<file path="src/sv/slab_pkg.sv">
// Shared types, constants and class tables for the slab block allocator.
// Used by every module of the block; depends on nothing.
package slab_pkg;

    localparam int NUM_PAGES   = 64;
    localparam int PAGE_W      = 6;
    localparam int PAGE_BYTES  = 4096;
    localparam int OFS_W       = 12;
    localparam int HDR_BYTES   = 40;
    localparam int MAX_ALLOC   = 64;
    localparam int NUM_CLASSES = 6;
    localparam int CLS_W       = 3;
    localparam int IDX_W       = 9;
    localparam int ADDR_W      = 18;
    localparam int BLK_AW      = PAGE_W + IDX_W;
    localparam int TAKEN_W     = PAGE_W + 1;

    typedef enum logic [1:0] {
        ACT_ALLOC = 2'd0,
        ACT_FREE  = 2'd1,
        ACT_QUERY = 2'd2,
        ACT_NONE  = 2'd3
    } t_action;

    typedef enum logic [1:0] {
        ST_DONE      = 2'd0,
        ST_TOO_LARGE = 2'd1,
        ST_NO_PAGE   = 2'd2,
        ST_BAD_ADDR  = 2'd3
    } t_status;

    typedef enum logic [2:0] {
        BS_IDLE,
        BS_DEC,
        BS_RD,
        BS_WORK,
        BS_LINK
    } t_bstate;

    typedef struct packed {
        logic [1:0]        action;
        logic [7:0]        size;
        logic [ADDR_W-1:0] address;
    } t_in;

    typedef struct packed {
        logic [1:0]        status;
        logic [ADDR_W-1:0] block_address;
        logic              owned;
        logic [6:0]        block_bytes;
    } t_out;

    typedef struct packed {
        t_action           action;
        logic              size_bad;
        logic [CLS_W-1:0]  cls;
        logic [PAGE_W-1:0] page;
        logic [OFS_W-1:0]  offset;
    } t_cmd;

    typedef struct packed {
        logic              link_valid;
        logic [PAGE_W-1:0] link;
        logic [CLS_W-1:0]  cls;
        logic [IDX_W-1:0]  free_top;
        logic [IDX_W-1:0]  cursor;
        logic [IDX_W-1:0]  count;
    } t_prec;

    function automatic logic [CLS_W-1:0] size_to_class(input logic [7:0] size);
        logic [CLS_W-1:0] c;
        if (size <= 8'd8)       c = 3'd0;
        else if (size <= 8'd16) c = 3'd1;
        else if (size <= 8'd24) c = 3'd2;
        else if (size <= 8'd32) c = 3'd3;
        else if (size <= 8'd48) c = 3'd4;
        else                    c = 3'd5;
        return c;
    endfunction

    function automatic logic [6:0] class_bytes(input logic [CLS_W-1:0] cls);
        logic [6:0] b;
        case (cls)
            3'd0:    b = 7'd8;
            3'd1:    b = 7'd16;
            3'd2:    b = 7'd24;
            3'd3:    b = 7'd32;
            3'd4:    b = 7'd48;
            default: b = 7'd64;
        endcase
        return b;
    endfunction

    // (PAGE_BYTES - HDR_BYTES) / class size
    function automatic logic [IDX_W-1:0] blocks_in_page(input logic [CLS_W-1:0] cls);
        logic [IDX_W-1:0] n;
        case (cls)
            3'd0:    n = 9'd507;
            3'd1:    n = 9'd253;
            3'd2:    n = 9'd169;
            3'd3:    n = 9'd126;
            3'd4:    n = 9'd84;
            default: n = 9'd63;
        endcase
        return n;
    endfunction

endpackage

</file>
<file path="src/sv/slab_front.sv">
// Front part: accepts items, classifies them and holds them in a two-entry queue.
// Depends on slab_pkg.
module slab_front (
    input  logic            i_clk,
    input  logic            i_rst_n,
    input  logic            i_valid,
    output logic            o_stall,
    input  slab_pkg::t_in   i_item,
    output logic            o_cmd_valid,
    input  logic            i_cmd_pop,
    output slab_pkg::t_cmd  o_cmd
);

    slab_pkg::t_cmd r_q [2];
    logic           r_wp;
    logic           r_rp;
    logic [1:0]     r_cnt;
    logic           w_push;
    slab_pkg::t_cmd w_cmd;

    assign o_stall     = (r_cnt == 2'd2);
    assign w_push      = i_valid && !o_stall;
    assign o_cmd_valid = (r_cnt != 2'd0);
    assign o_cmd       = r_q[r_rp];

    always_comb begin
        w_cmd.action   = slab_pkg::t_action'(i_item.action);
        w_cmd.size_bad = (i_item.size > 8'(slab_pkg::MAX_ALLOC));
        w_cmd.cls      = slab_pkg::size_to_class(i_item.size);
        w_cmd.page     = i_item.address[slab_pkg::ADDR_W-1:slab_pkg::OFS_W];
        w_cmd.offset   = i_item.address[slab_pkg::OFS_W-1:0];
    end

    always_ff @(posedge i_clk) begin
        if (w_push) begin
            r_q[r_wp] <= w_cmd;
        end
    end

    always_ff @(posedge i_clk) begin
        if (!i_rst_n) begin
            r_wp  <= 1'b0;
            r_rp  <= 1'b0;
            r_cnt <= 2'd0;
        end else begin
            if (w_push) begin
                r_wp <= ~r_wp;
            end
            if (i_cmd_pop) begin
                r_rp <= ~r_rp;
            end
            case ({w_push, i_cmd_pop})
                2'b10:   r_cnt <= r_cnt + 2'd1;
                2'b01:   r_cnt <= r_cnt - 2'd1;
                default: r_cnt <= r_cnt;
            endcase
        end
    end

endmodule

</file>
<file path="config.mk">
export PLATFORM = sky130hd
export DESIGN_NAME = slab_front
export DESIGN_NICKNAME = d
export VERILOG_FILES = /design/src/sv/slab_pkg.sv /design/src/sv/slab_front.sv
export SDC_FILE = /design/constraint.sdc
export NUM_CORES = 1
export LEC_CHECK = 0
export BUFFER_PORTS_ARGS = -buffer_cell sky130_fd_sc_hd__buf_2
export CORE_ASPECT_RATIO = 1.5
export CORE_UTILIZATION = 40
export DETAILED_ROUTE_END_ITERATION = 12
export GPL_ROUTABILITY_DRIVEN = 0
export SLEW_MARGIN = 30
export SYNTH_ARGS = -nofsm -noshare
export SYNTH_HDL_FRONTEND = slang
export SYNTH_SLANG_ARGS = --single-unit
</file>
<file path="constraint.sdc">
create_clock -name i_clk -period 4.6 [get_ports i_clk]
set_input_delay 0.46 -clock i_clk [delete_from_list [all_inputs] [get_ports i_clk]]
set_output_delay 0.46 -clock i_clk [all_outputs]
set_load 0.03 [all_outputs]
</file>
== Word-level counts from Yosys, hierarchy flattened ==
Memories as Yosys holds them, arrays and structs flattened. A register that Yosys moved wholly into a read port is not among the register bits.
Cells that the tools add are included.
Storage, ports and cells
  flip-flop bits (word level): 4
  bits in writable memories: 48
  input bits: 32
  output and inout bits: 26
  logic and storage cells: 31
  memories: 1
Operators by class
  add/sub/neg operators: 2
  order comparisons: 6
  eq/ne operators: 3
  mux-type cells: 10
  bitwise logic cells: 2
  reductions and logical operators: 4
Memories
  r_q: depth 2, bits a word 24, rd ports 1, clocked after memory_dff 1, wr ports 1, RTL line slab_front.sv:14  | slab_pkg::t_cmd r_q [2];
Operators with widths (count)
  <= comparator 8 x 5 -> 1 bit, second input constant: 2
  <= comparator 8 x 6 -> 1 bit, second input constant: 2
  2-to-1 mux 3 bit: 4
  greater-than comparator 8 x 7 -> 1 bit, second input constant: 1
  <= comparator 8 x 4 -> 1 bit, second input constant: 1
  2-to-1 mux 1 bit: 5
  equality test 2 bit, second input constant: 2
  one-hot mux 2 bit (2 select lines): 1
  nonzero test 2 bit: 2
  adder 2 x 1 -> 2 bit, second input constant: 1
  equality test 2 x 1 -> 1 bit, second input constant: 1
  inverter 1 bit: 2
  subtractor 2 x 1 -> 2 bit, second input constant: 1
  logical AND 1 bit: 1
  logical NOT 1 bit: 1

== Depth between registers and ports, before layout ==
Gate-level depths: netlist of run 1.
  depth after elaboration: 6
  mapped depth: 6
  depth with buffers taken out: 6

== Worst setup path after synthesis of run 1 ==
Ideal clock, no wire load.
  kind: register -> register
  start: register r_cnt[0]
  end: memory r_q[0][0] (netlist bit) (enable)
  library setup time: 0.379 ns
  arrival: 1.500 ns
  data required time: 4.221 ns
  setup slack: 2.721 ns
  stages on the path, launching flop included: 5
  buffers on the path: 0
  clock period less this slack: 1.879 ns
  path through: dfxtp_1 nand2b_1 inv_1 or3_1 inv_1
Between the ends
  longest elaborated chain between the ends: 5
RTL lines
  from (decl): RTL line slab_front.sv:17  | logic [1:0] r_cnt;
  from (signal assigned): RTL line slab_front.sv:53  | 2'b10: r_cnt <= r_cnt + 2'd1;
  from (signal assigned): RTL line slab_front.sv:54  | 2'b01: r_cnt <= r_cnt - 2'd1;
  from (signal assigned): RTL line slab_front.sv:55  | default: r_cnt <= r_cnt;
  equality test 2 bit: RTL line slab_front.sv:21  | assign o_stall = (r_cnt == 2'd2);
  net o_stall: RTL line slab_front.sv:7  | output logic o_stall,
  logical NOT 1 bit: RTL line slab_front.sv:22  | assign w_push = i_valid && !o_stall;
  logical AND 1 bit: RTL line slab_front.sv:22
  2-to-1 mux 1 bit: RTL line slab_front.sv:35  | if (w_push) begin
  2-to-1 mux 1 bit (implied by the code): RTL line slab_front.sv:36  | r_q[r_wp] <= w_cmd;
  to (decl): RTL line slab_front.sv:14
The timed path passes the listed nets, and every way through them passes these cells.

==> impl_metrics.env, run 1 <==
export IMPL_timing_worst_slew_pin_value_ns=0.889
export IMPL_slew_viol_final=0
export IMPL_rsz0062_at_grt="no"
export IMPL_global_route_overflow_total=0
export IMPL_pwr_density_cell_mw_per_mm2=417
export IMPL_max_clock_skew_ns=0.00456
export IMPL_area_growth_pct=21.3
export IMPL_clock_sink_count=53
export IMPL_path_clk_slew_ns=0.09
export IMPL_place_hpwl_um=2330
export IMPL_seq_area_frac_synth=0.748
export IMPL_io_buffer_count=57
export IMPL_critical_path_startpoint_type="flip-flop"
export IMPL_peakVddDrop_mv=0.186
export IMPL_total_routed_length_um=3360
export IMPL_power_leakage_nw=0.935
export IMPL_grt_start_max_net_pins=25
export IMPL_max_slew_margin=0.404
export IMPL_syn_nets=149
export IMPL_min_period_ns=2.04
export IMPL_hold_buffers=0
export IMPL_floorplan_initialDensity=0.422
export IMPL_number_of_buffers_created_by_cts=5
export IMPL_status="finished clean"
export IMPL_grt_total_usage=0.126
export IMPL_finalSetupViolations=0
export IMPL_min_delay_worst_type="input pin to flip-flop"
export IMPL_final_instance_count_without_filler_cells=244
export IMPL_total_standard_cell_area_after_synthesis_mm2=0.00206
export IMPL_netlist_cell_types=26
export IMPL_num_vias=1178
export IMPL_ys_dominant_reg_cell="sky130_fd_sc_hd__edfxtp_1"
export IMPL_wire_length_of_the_first_global_routing_pass_um=5080
export IMPL_netlist_instances=116
export IMPL_clk_path_buf_depth=2
export IMPL_number_of_nets_still_failing_antenna_checks_after_routing=0
export IMPL_maxClockFrequency_ghz=0.489
export IMPL_fp_dieArea_mm2=0.00545
export IMPL_setup_ws_ns=2.56
export IMPL_critical_path_max_fanout=24
export IMPL_synth_largest_area_cell="sky130_fd_sc_hd__edfxtp_1"
export IMPL_syn_avg_cell_area_um2=17.8
export IMPL_finalCritPeriodShare=0.444
export IMPL_worst_endpoint_arrival_ns=1.58
export IMPL_preCtsSetupSlack_ns=2.49
export IMPL_synth_ff_latch_count=53
export IMPL_synthArstFlopShare=0
export IMPL_grt_antenna_before_repair=0
export IMPL_placed_cells_incl_taps=236
export IMPL_dieHeight_um=89.9
export IMPL_pin_count=58
export IMPL_number_of_resized_instances_in_the_post_cts_repair_step=0
export IMPL_final_layout_size_suffix_gt1_frac=0.534
export IMPL_vias_per_cell=4.83
export IMPL_number_of_hold_slack_violations_in_the_final_timing_report=0
export IMPL_diodes=0
export IMPL_placeableCoreArea_mm2=0.00489
export IMPL_cts_max_level=2
export IMPL_hold_worst_slack_ns=0.347
export IMPL_postCtsSetupRepairBufs=0
export IMPL_timing_critical_path_required_ns=4.14
export IMPL_synth_warning_count=0
export IMPL_post_layout_total_power_mw=1.04
export IMPL_synth_enable_flop_cells=48
export IMPL_final_core_util=0.512
export IMPL_worstSetupPathType="flip-flop to primary output"
export IMPL_first_global_vias=1204
export IMPL_final_net_count=210
export IMPL_drt_first_iter_violations=19
export IMPL_finalSetupTns_ns=0
export IMPL_maxCapViolCount=0
export IMPL_cp_end_kind="primary output"
export IMPL_routed_wire_length_per_instance_um=13.8
export IMPL_die_w_um=60.6
export IMPL_most_common_layout_cells="sky130_fd_sc_hd__buf_2, sky130_fd_sc_hd__edfxtp_1, sky130_fd_sc_hd__mux2_2"
export IMPL_yosys_top_cells_area="sky130_fd_sc_hd__edfxtp_1, sky130_fd_sc_hd__mux2_2, sky130_fd_sc_hd__dfxtp_1"
export IMPL_post_route_drc_count=0
export IMPL_synth_top_cell_area_share=0.699
export IMPL_detailed_place_area_mm2=0.00242
export IMPL_root_buffer_cell="sky130_fd_sc_hd__clkbuf_8"
export IMPL_drt_pass1_iter_count=4
export IMPL_placementRows=31
export IMPL_cts_tree="built"
export IMPL_finalInstanceArea_mm2=0.00250
export IMPL_final_common_cell="sky130_fd_sc_hd__buf_2"
export IMPL_insertion_delay_ns=0.30
==> sequential cells by signal (all words and copies together), names as in the netlist, named ones only <==
| register | count |
|---|---|
| r_q | 48 |
| r_rp | 1 |
| r_wp | 1 |
| r_cnt | 2 |
==> critical path: stages (launching register included) <==
cell and delay [ns]:
sky130_fd_sc_hd__dfxtp_2 0.69, sky130_fd_sc_hd__mux2_2 0.41, sky130_fd_sc_hd__buf_2 0.18
==> power by group <==
group / switching [mW] / total (mW) / internal (mW)
clock network: 0.137 / 0.242 / 0.106
logic: 0.130 / 0.204 / 0.0743
registers: 0.0202 / 0.596 / 0.576
total: 0.287 / 1.04 / 0.756
==> cell usage after synthesis, types with 2 or more instances <==
library cell	instances
sky130_fd_sc_hd__or3_1	3
sky130_fd_sc_hd__nand3b_1	2
sky130_fd_sc_hd__nand2_1	2
sky130_fd_sc_hd__dfxtp_1	5
sky130_fd_sc_hd__nand2b_1	2
sky130_fd_sc_hd__mux2_2	24
sky130_fd_sc_hd__xnor2_1	3
sky130_fd_sc_hd__edfxtp_1	48
sky130_fd_sc_hd__buf_2	2
sky130_fd_sc_hd__a21oi_1	2
sky130_fd_sc_hd__nor2_1	4
sky130_fd_sc_hd__o21ai_0	2
sky130_fd_sc_hd__inv_1	4
==> worst paths after layout <==
kind,start,to,slack (ns),depth (start not counted)
min reg2reg,r_wp$_SDFFE_PN0P_,r_wp$_SDFFE_PN0P_,0.51,2
max,flip-flop,o_cmd[0],2.56,2
min,i_item[14],r_q[0][14]$_DFFE_PP_,0.35,1
max reg2reg,r_cnt[0]$_SDFFE_PN0P_,r_q[0][8]$_DFFE_PP_,2.65,4
==> layer usage <==
metal | vias up | part of all wire | GRT usage
li1 | 561 | - | -
met1 | 571 | 0.38 | 0.124
met2 | 42 | 0.53 | 0.222
met3 | 4 | 0.077 | 0.0532
met4 | 0 | 0.013 | 0.0511
met5 | - | 0 | 0
==> kinds of logic after synthesis <==
group | count (synthesis) | share of synthesized area
AO/OA/AOI/OAI | 10 | 0.0334
XOR/XNOR | 4 | 0.0170
adder cells (fa/ha/maj) | 1 | 0.00607
buffers and inverters | 7 | 0.0140
flip-flops | 53 | 0.748
multiplexers | 24 | 0.131
AND/OR/NAND/NOR | 17 | 0.0510
==> final cells by class <==
type	count	area, um^2
repair buffers	57	285
clock buffers	6	72.6
clock inverters	2	10.0
well taps	66	82.6
multi-input cells	56	493
fillers	443	2390
flip-flops and latches	53	1540
inverters	4	15.0
Note: power is estimated with default switching activity, not from simulation.
==> run 2: changes to the inputs <==
--- a/config.mk
+++ b/config.mk
@@ -10,6 +10,7 @@
 export CORE_UTILIZATION = 40
 export DETAILED_ROUTE_END_ITERATION = 12
 export GPL_ROUTABILITY_DRIVEN = 0
+export PLACE_DENSITY = 0.66
 export SLEW_MARGIN = 30
 export SYNTH_ARGS = -nofsm -noshare
 export SYNTH_HDL_FRONTEND = slang
==> constraint.sdc (replaced) <==
create_clock -name i_clk -period 1.7 [get_ports i_clk]
set_input_delay 0.17 -clock i_clk [delete_from_list [all_inputs] [get_ports i_clk]]
set_output_delay 0.17 -clock i_clk [all_outputs]
set_load 0.03 [all_outputs]
==> impl_metrics.env, run 2 (synthesized netlist as in run 1, its figures left out) <==
export IMPL_maxCapViolCount=0
export IMPL_min_period_ns=1.57
export IMPL_worstReg2RegEnd="r_q[0][5]$_DFFE_PP_"
export IMPL_max_ffs_per_register=48
export IMPL_fp_dieArea_mm2=0.00545
export IMPL_rsz0062_at_grt="no"
export IMPL_number_of_hold_slack_violations_in_the_final_timing_report=0
export IMPL_num_vias=1225
export IMPL_postCtsSetupRepairBufs=0
export IMPL_drt_first_iter_violations=35
export IMPL_setup_reg_to_reg_worst_slack_ns=0.13
export IMPL_finalSetupTns_ns=0
export IMPL_cts_max_level=2
export IMPL_peakVddDrop_mv=0.573
export IMPL_hold_worst_slack_ns=0.0595
export IMPL_finalSetupViolations=0
export IMPL_final_common_cell="sky130_fd_sc_hd__buf_2"
export IMPL_timing_critical_path_required_ns=1.53
export IMPL_drt_pass1_iter_count=4
export IMPL_vias_per_cell=4.92
export IMPL_routed_wire_length_per_instance_um=13.7
export IMPL_most_common_layout_cells="sky130_fd_sc_hd__buf_2, sky130_fd_sc_hd__edfxtp_1, sky130_fd_sc_hd__mux2_2"
export IMPL_number_of_resized_instances_in_the_post_cts_repair_step=0
export IMPL_global_route_overflow_total=0
export IMPL_final_core_util=0.526
export IMPL_number_of_buffers_created_by_cts=5
export IMPL_die_w_um=60.6
export IMPL_post_route_drc_count=0
export IMPL_rr_startpoint="r_cnt[0]$_SDFFE_PN0P_"
export IMPL_pwr_density_cell_mw_per_mm2=1120
export IMPL_slew_viol_final=0
export IMPL_number_of_nets_still_failing_antenna_checks_after_routing=0
export IMPL_area_growth_pct=24.6
export IMPL_clk_path_buf_depth=2
export IMPL_final_net_count=215
export IMPL_first_global_vias=1242
export IMPL_grt_start_max_net_pins=25
export IMPL_worst_endpoint_arrival_ns=1.40
export IMPL_r2r_cells=5
export IMPL_diodes=0
export IMPL_placementRows=31
export IMPL_total_routed_length_um=3410
export IMPL_finalInstanceArea_mm2=0.00257
export IMPL_critical_path_max_fanout=15
export IMPL_max_slew_margin=0.743
export IMPL_multi_input_area_um2=492
export IMPL_status="finished clean"
export IMPL_cp_end_kind="primary output"
export IMPL_pin_count=58
export IMPL_min_delay_start="i_item[4]"
export IMPL_holdPathEnd="r_q[0][4]$_DFFE_PP_"
export IMPL_cts_tree="built"
export IMPL_critical_path_startpoint_type="flip-flop"
export IMPL_min_delay_worst_type="input pin to flip-flop"
export IMPL_insertion_delay_ns=0.29
export IMPL_registers_top_by_ff_count="r_q"
export IMPL_final_layout_size_suffix_gt1_frac=0.541
export IMPL_maxClockFrequency_ghz=0.637
export IMPL_max_clock_skew_ns=0.00569
export IMPL_placeableCoreArea_mm2=0.00489
export IMPL_regArea_mm2=0.00154
export IMPL_timing_worst_slew_pin_value_ns=0.383
export IMPL_worstSetupPathType="flip-flop to primary output"
export IMPL_dieHeight_um=89.9
export IMPL_grt_total_usage=0.135
export IMPL_detailed_place_area_mm2=0.00248
export IMPL_grt_antenna_before_repair=0
export IMPL_place_hpwl_um=2550
export IMPL_hold_buffers=0
export IMPL_finalCritPeriodShare=0.924
export IMPL_path_clk_slew_ns=0.09
export IMPL_floorplan_initialDensity=0.422
export IMPL_min_delay_path_depth=1
export IMPL_clock_sink_count=53
export IMPL_io_buffer_count=57
export IMPL_filler_cell_count=445
export IMPL_wire_length_of_the_first_global_routing_pass_um=5380
export IMPL_largest_registers="r_q (48), r_cnt (2)"
export IMPL_power_leakage_nw=0.959
export IMPL_root_buffer_cell="sky130_fd_sc_hd__clkbuf_8"
## run 2: changes by cell type in the layout (fill, tap and decap cells not counted), moves of 2 or more
cell	before	now
sky130_fd_sc_hd__buf_4	0	3
sky130_fd_sc_hd__clkinv_2	2	0
sky130_fd_sc_hd__buf_12	0	2
sky130_fd_sc_hd__clkinvlp_4	0	3
## run 2: worst max-delay path by stage
stage / to / slack [ns] / depth (start not counted)
after floorplan: r_q[0][0]$_DFFE_PP_ / 0.02 / 4
after global placement: r_q[0][8]$_DFFE_PP_ / 0.18 / 5
after detailed placement: r_q[0][8]$_DFFE_PP_ / 0.14 / 5
after CTS: o_cmd[7] / 0.1 / 3
after global routing: o_cmd[2] / 0.05 / 3
final: o_cmd[14] / 0.13 / 3
## run 2: final cells by class
type                            count  share of cell area
Clock buffer                        6              0.0282
Inverter                            4             0.00730
Tap cell                           66              0.0321
Multi-Input combinational cell     56               0.191
Sequential cell                    53               0.600
Timing Repair Buffer               62               0.135
Clock inverter                      2             0.00584
## run 2: worst max-delay path, stage by stage (launching register included)
cell and delay, ns:
sky130_fd_sc_hd__dfxtp_1 0.34, sky130_fd_sc_hd__buf_4 0.23, sky130_fd_sc_hd__mux2_2 0.37, sky130_fd_sc_hd__buf_2 0.18
## run 2: per-stage QoR
step / setup WS, ns / std cells / power (mW)
after detailed placement: 0.140 / 241 / 2.24
after CTS: 0.0987 / 249 / 2.91
after global placement: 0.184 / 241 / 2.22
after floorplan: 0.0160 / 116 / 2.03
final: 0.129 / 249 / 2.87
after global routing: 0.0451 / 249 / 3.01
## run 2: report_power, final
group	internal, mW	switching, mW	leakage (nW)
clock	0.290	0.375	0.0374
combinational	0.235	0.383	0.436
sequential	1.55	0.0328	0.485
total	2.08	0.791	0.959
## run 2: routing by layer
| layer | vias up | wire length (um) | GRT usage |
|---|---|---|---|
| li1 | 573 | - | - |
| met3 | 6 | 203 | 0.0374 |
| met4 | 0 | 65 | 0.0644 |
| met2 | 51 | 1960 | 0.253 |
| met5 | - | 0 | 0 |
| met1 | 595 | 1180 | 0.125 |
==> run 3: changes to the inputs <==
==> constraint.sdc (replaced) <==
create_clock -name i_clk -period 1.3 [get_ports i_clk]
set_input_delay 0.13 -clock i_clk [delete_from_list [all_inputs] [get_ports i_clk]]
set_output_delay 0.13 -clock i_clk [all_outputs]
set_load 0.1 [all_outputs]
==> impl_metrics.env, run 3 (synthesized netlist as in run 1, its figures left out) <==
export IMPL_holdPathEnd="r_q[1][9]$_DFFE_PP_"
export IMPL_filler_cell_count=358
export IMPL_fp_dieArea_mm2=0.00545
export IMPL_placed_cells_incl_taps=246
export IMPL_routed_wire_length_per_instance_um=16.1
export IMPL_placeableCoreArea_mm2=0.00489
export IMPL_min_delay_path_depth=1
export IMPL_timing_worst_slew_pin_value_ns=0.378
export IMPL_total_routed_length_um=4240
export IMPL_worst_endpoint_arrival_ns=1.38
export IMPL_place_hpwl_um=2860
export IMPL_cts_max_level=2
export IMPL_maxCapViolCount=0
export IMPL_setup_reg_to_reg_worst_slack_ns=-0.20
export IMPL_clock_sink_count=53
export IMPL_min_delay_worst_type="input pin to flip-flop"
export IMPL_finalSetupViolations=49
export IMPL_cpLargestDelayFamily="flip-flops"
export IMPL_diodes=0
export IMPL_cts_tree="built"
export IMPL_worstPathCellList="clkbuf_16, mux2_4, buf_12"
export IMPL_max_slew_margin=0.746
export IMPL_preCtsSetupSlack_ns=-0.170
export IMPL_io_buffer_count=57
export IMPL_placementRows=31
export IMPL_slowest_delay_ns=0.41
export IMPL_floorplan_initialDensity=0.422
export IMPL_min_period_ns=1.51
export IMPL_min_delay_start="i_item[9]"
export IMPL_dieHeight_um=89.9
export IMPL_first_global_vias=1327
export IMPL_post_layout_total_power_mw=5.18
export IMPL_max_clock_skew_ns=0.00832
export IMPL_grt_total_usage=0.158
export IMPL_largest_registers="r_q (48), r_cnt (2)"
export IMPL_die_w_um=60.6
export IMPL_status="complete, but fails checks"
export IMPL_hold_worst_slack_ns=0.0124
export IMPL_finalCritPeriodShare=1.16
export IMPL_critical_path_startpoint_type="flip-flop"
export IMPL_finalSetupTns_ns=-9.27
export IMPL_r2r_cells=5
export IMPL_final_layout_size_suffix_gt1_frac=0.609
export IMPL_number_of_buffers_created_by_cts=5
export IMPL_pin_count=58
export IMPL_worst_path_max_delay_cell="sky130_fd_sc_hd__dfxtp_4"
export IMPL_number_of_nets_still_failing_antenna_checks_after_routing=0
export IMPL_maxClockFrequency_ghz=0.663
export IMPL_vias_per_cell=4.81
export IMPL_area_growth_pct=61.2
export IMPL_root_buffer_cell="sky130_fd_sc_hd__clkbuf_8"
export IMPL_timing_critical_path_required_ns=1.17
export IMPL_registers_top_by_ff_count="r_q"
export IMPL_drt_pass1_iter_count=5
export IMPL_finalInstanceArea_mm2=0.00332
export IMPL_wire_length_of_the_first_global_routing_pass_um=6100
export IMPL_num_vias=1265
export IMPL_worstReg2RegEnd="r_q[0][12]$_DFFE_PP_"
export IMPL_regArea_mm2=0.00155
export IMPL_failed_checks="negative setup slack"
export IMPL_final_instance_count_without_filler_cells=263
export IMPL_power_leakage_nw=1.29
export IMPL_detailed_place_area_mm2=0.00304
export IMPL_cp_end_kind="primary output"
export IMPL_drt_first_iter_violations=22
export IMPL_final_net_count=229
export IMPL_setup_ws_ns=-0.209
export IMPL_worstSetupPathType="flip-flop to primary output"
export IMPL_most_common_layout_cells="sky130_fd_sc_hd__edfxtp_1, sky130_fd_sc_hd__buf_2, sky130_fd_sc_hd__buf_12"
export IMPL_rsz0062_at_grt="yes"
export IMPL_pwr_density_cell_mw_per_mm2=1560
export IMPL_insertion_delay_ns=0.30
export IMPL_grt_start_max_net_pins=25
export IMPL_peakVddDrop_mv=1.29
export IMPL_rr_startpoint="r_cnt[0]$_SDFFE_PN0P_"
export IMPL_multi_input_area_um2=624
export IMPL_final_core_util=0.680
export IMPL_clk_path_buf_depth=2
export IMPL_max_ffs_per_register=48
export IMPL_critical_path_max_fanout=6
export IMPL_cp_buffers_inverters=2
export IMPL_final_common_cell="sky130_fd_sc_hd__edfxtp_1"
export IMPL_path_clk_slew_ns=0.09
export IMPL_grt_antenna_before_repair=0
export IMPL_post_route_drc_count=0
export IMPL_slew_viol_final=0
export IMPL_number_of_hold_slack_violations_in_the_final_timing_report=0
export IMPL_global_route_overflow_total=0
==> run 3: cell types whose count changed in the layout (fill, tap and decap cells not counted), sizes merged <==
cell / delta
clkbuf: +3
dlygate4sd3: +3
buf: +8
inv: -1
clkinvlp: +1
==> run 3: layout make-up <==
cell class                      instances  share of cell area
Tap cell                               66              0.0248
Sequential cell                        53               0.466
Multi-Input combinational cell         56               0.188
Clock inverter                          2             0.00452
Timing Repair Buffer                   76               0.289
Inverter                                4             0.00677
Clock buffer                            6              0.0218
==> run 3: what timing repair did <==
| action | 4_1_cts | 5_1_grt |
|---|---|---|
| gates cloned | 1 | 3 |
| hold buffers | 0 | 3 |
| setup buffers | 2 | 0 |
| endpoints found under the hold margin | 0 | 6 |
| resized for setup | 9 | 6 |
| pin swaps | 2 | 1 |
| endpoints found under the setup margin | 50 | 58 |
==> run 3: where the power goes <==
group / internal (mW) / switching, mW / total [mW] / leakage, nW
sequential: 2.04 / 0.0595 / 2.10 / 0.487
combinational: 0.918 / 1.28 / 2.20 / 0.767
clock: 0.380 / 0.507 / 0.886 / 0.0374
total: 3.34 / 1.85 / 5.18 / 1.29
==> run 3: worst max-delay path by stage <==
stage / endpoint / startpoint / cells past startpoint
CTS: o_cmd[6] / flip-flop / 3
global route: o_cmd[15] / flip-flop / 3
detailed placement: r_cnt[1]$_SDFFE_PN0P_ / r_cnt[1]$_SDFFE_PN0P_ / 6
global placement: r_q[0][12]$_DFFE_PP_ / r_cnt[0]$_SDFFE_PN0P_ / 5
finish: o_cmd[22] / flip-flop / 3
floorplan: r_q[0][0]$_DFFE_PP_ / r_cnt[0]$_SDFFE_PN0P_ / 4
==> run 3: routing by layer <==
layer	vias to the layer above	routed length [um]	share of wire	GRT usage
li1	603	-	-	-
met1	613	1480	0.35	0.160
met2	41	2480	0.58	0.286
met3	8	205	0.048	0.0446
met4	0	74	0.017	0.0682
met5	-	0	0	0
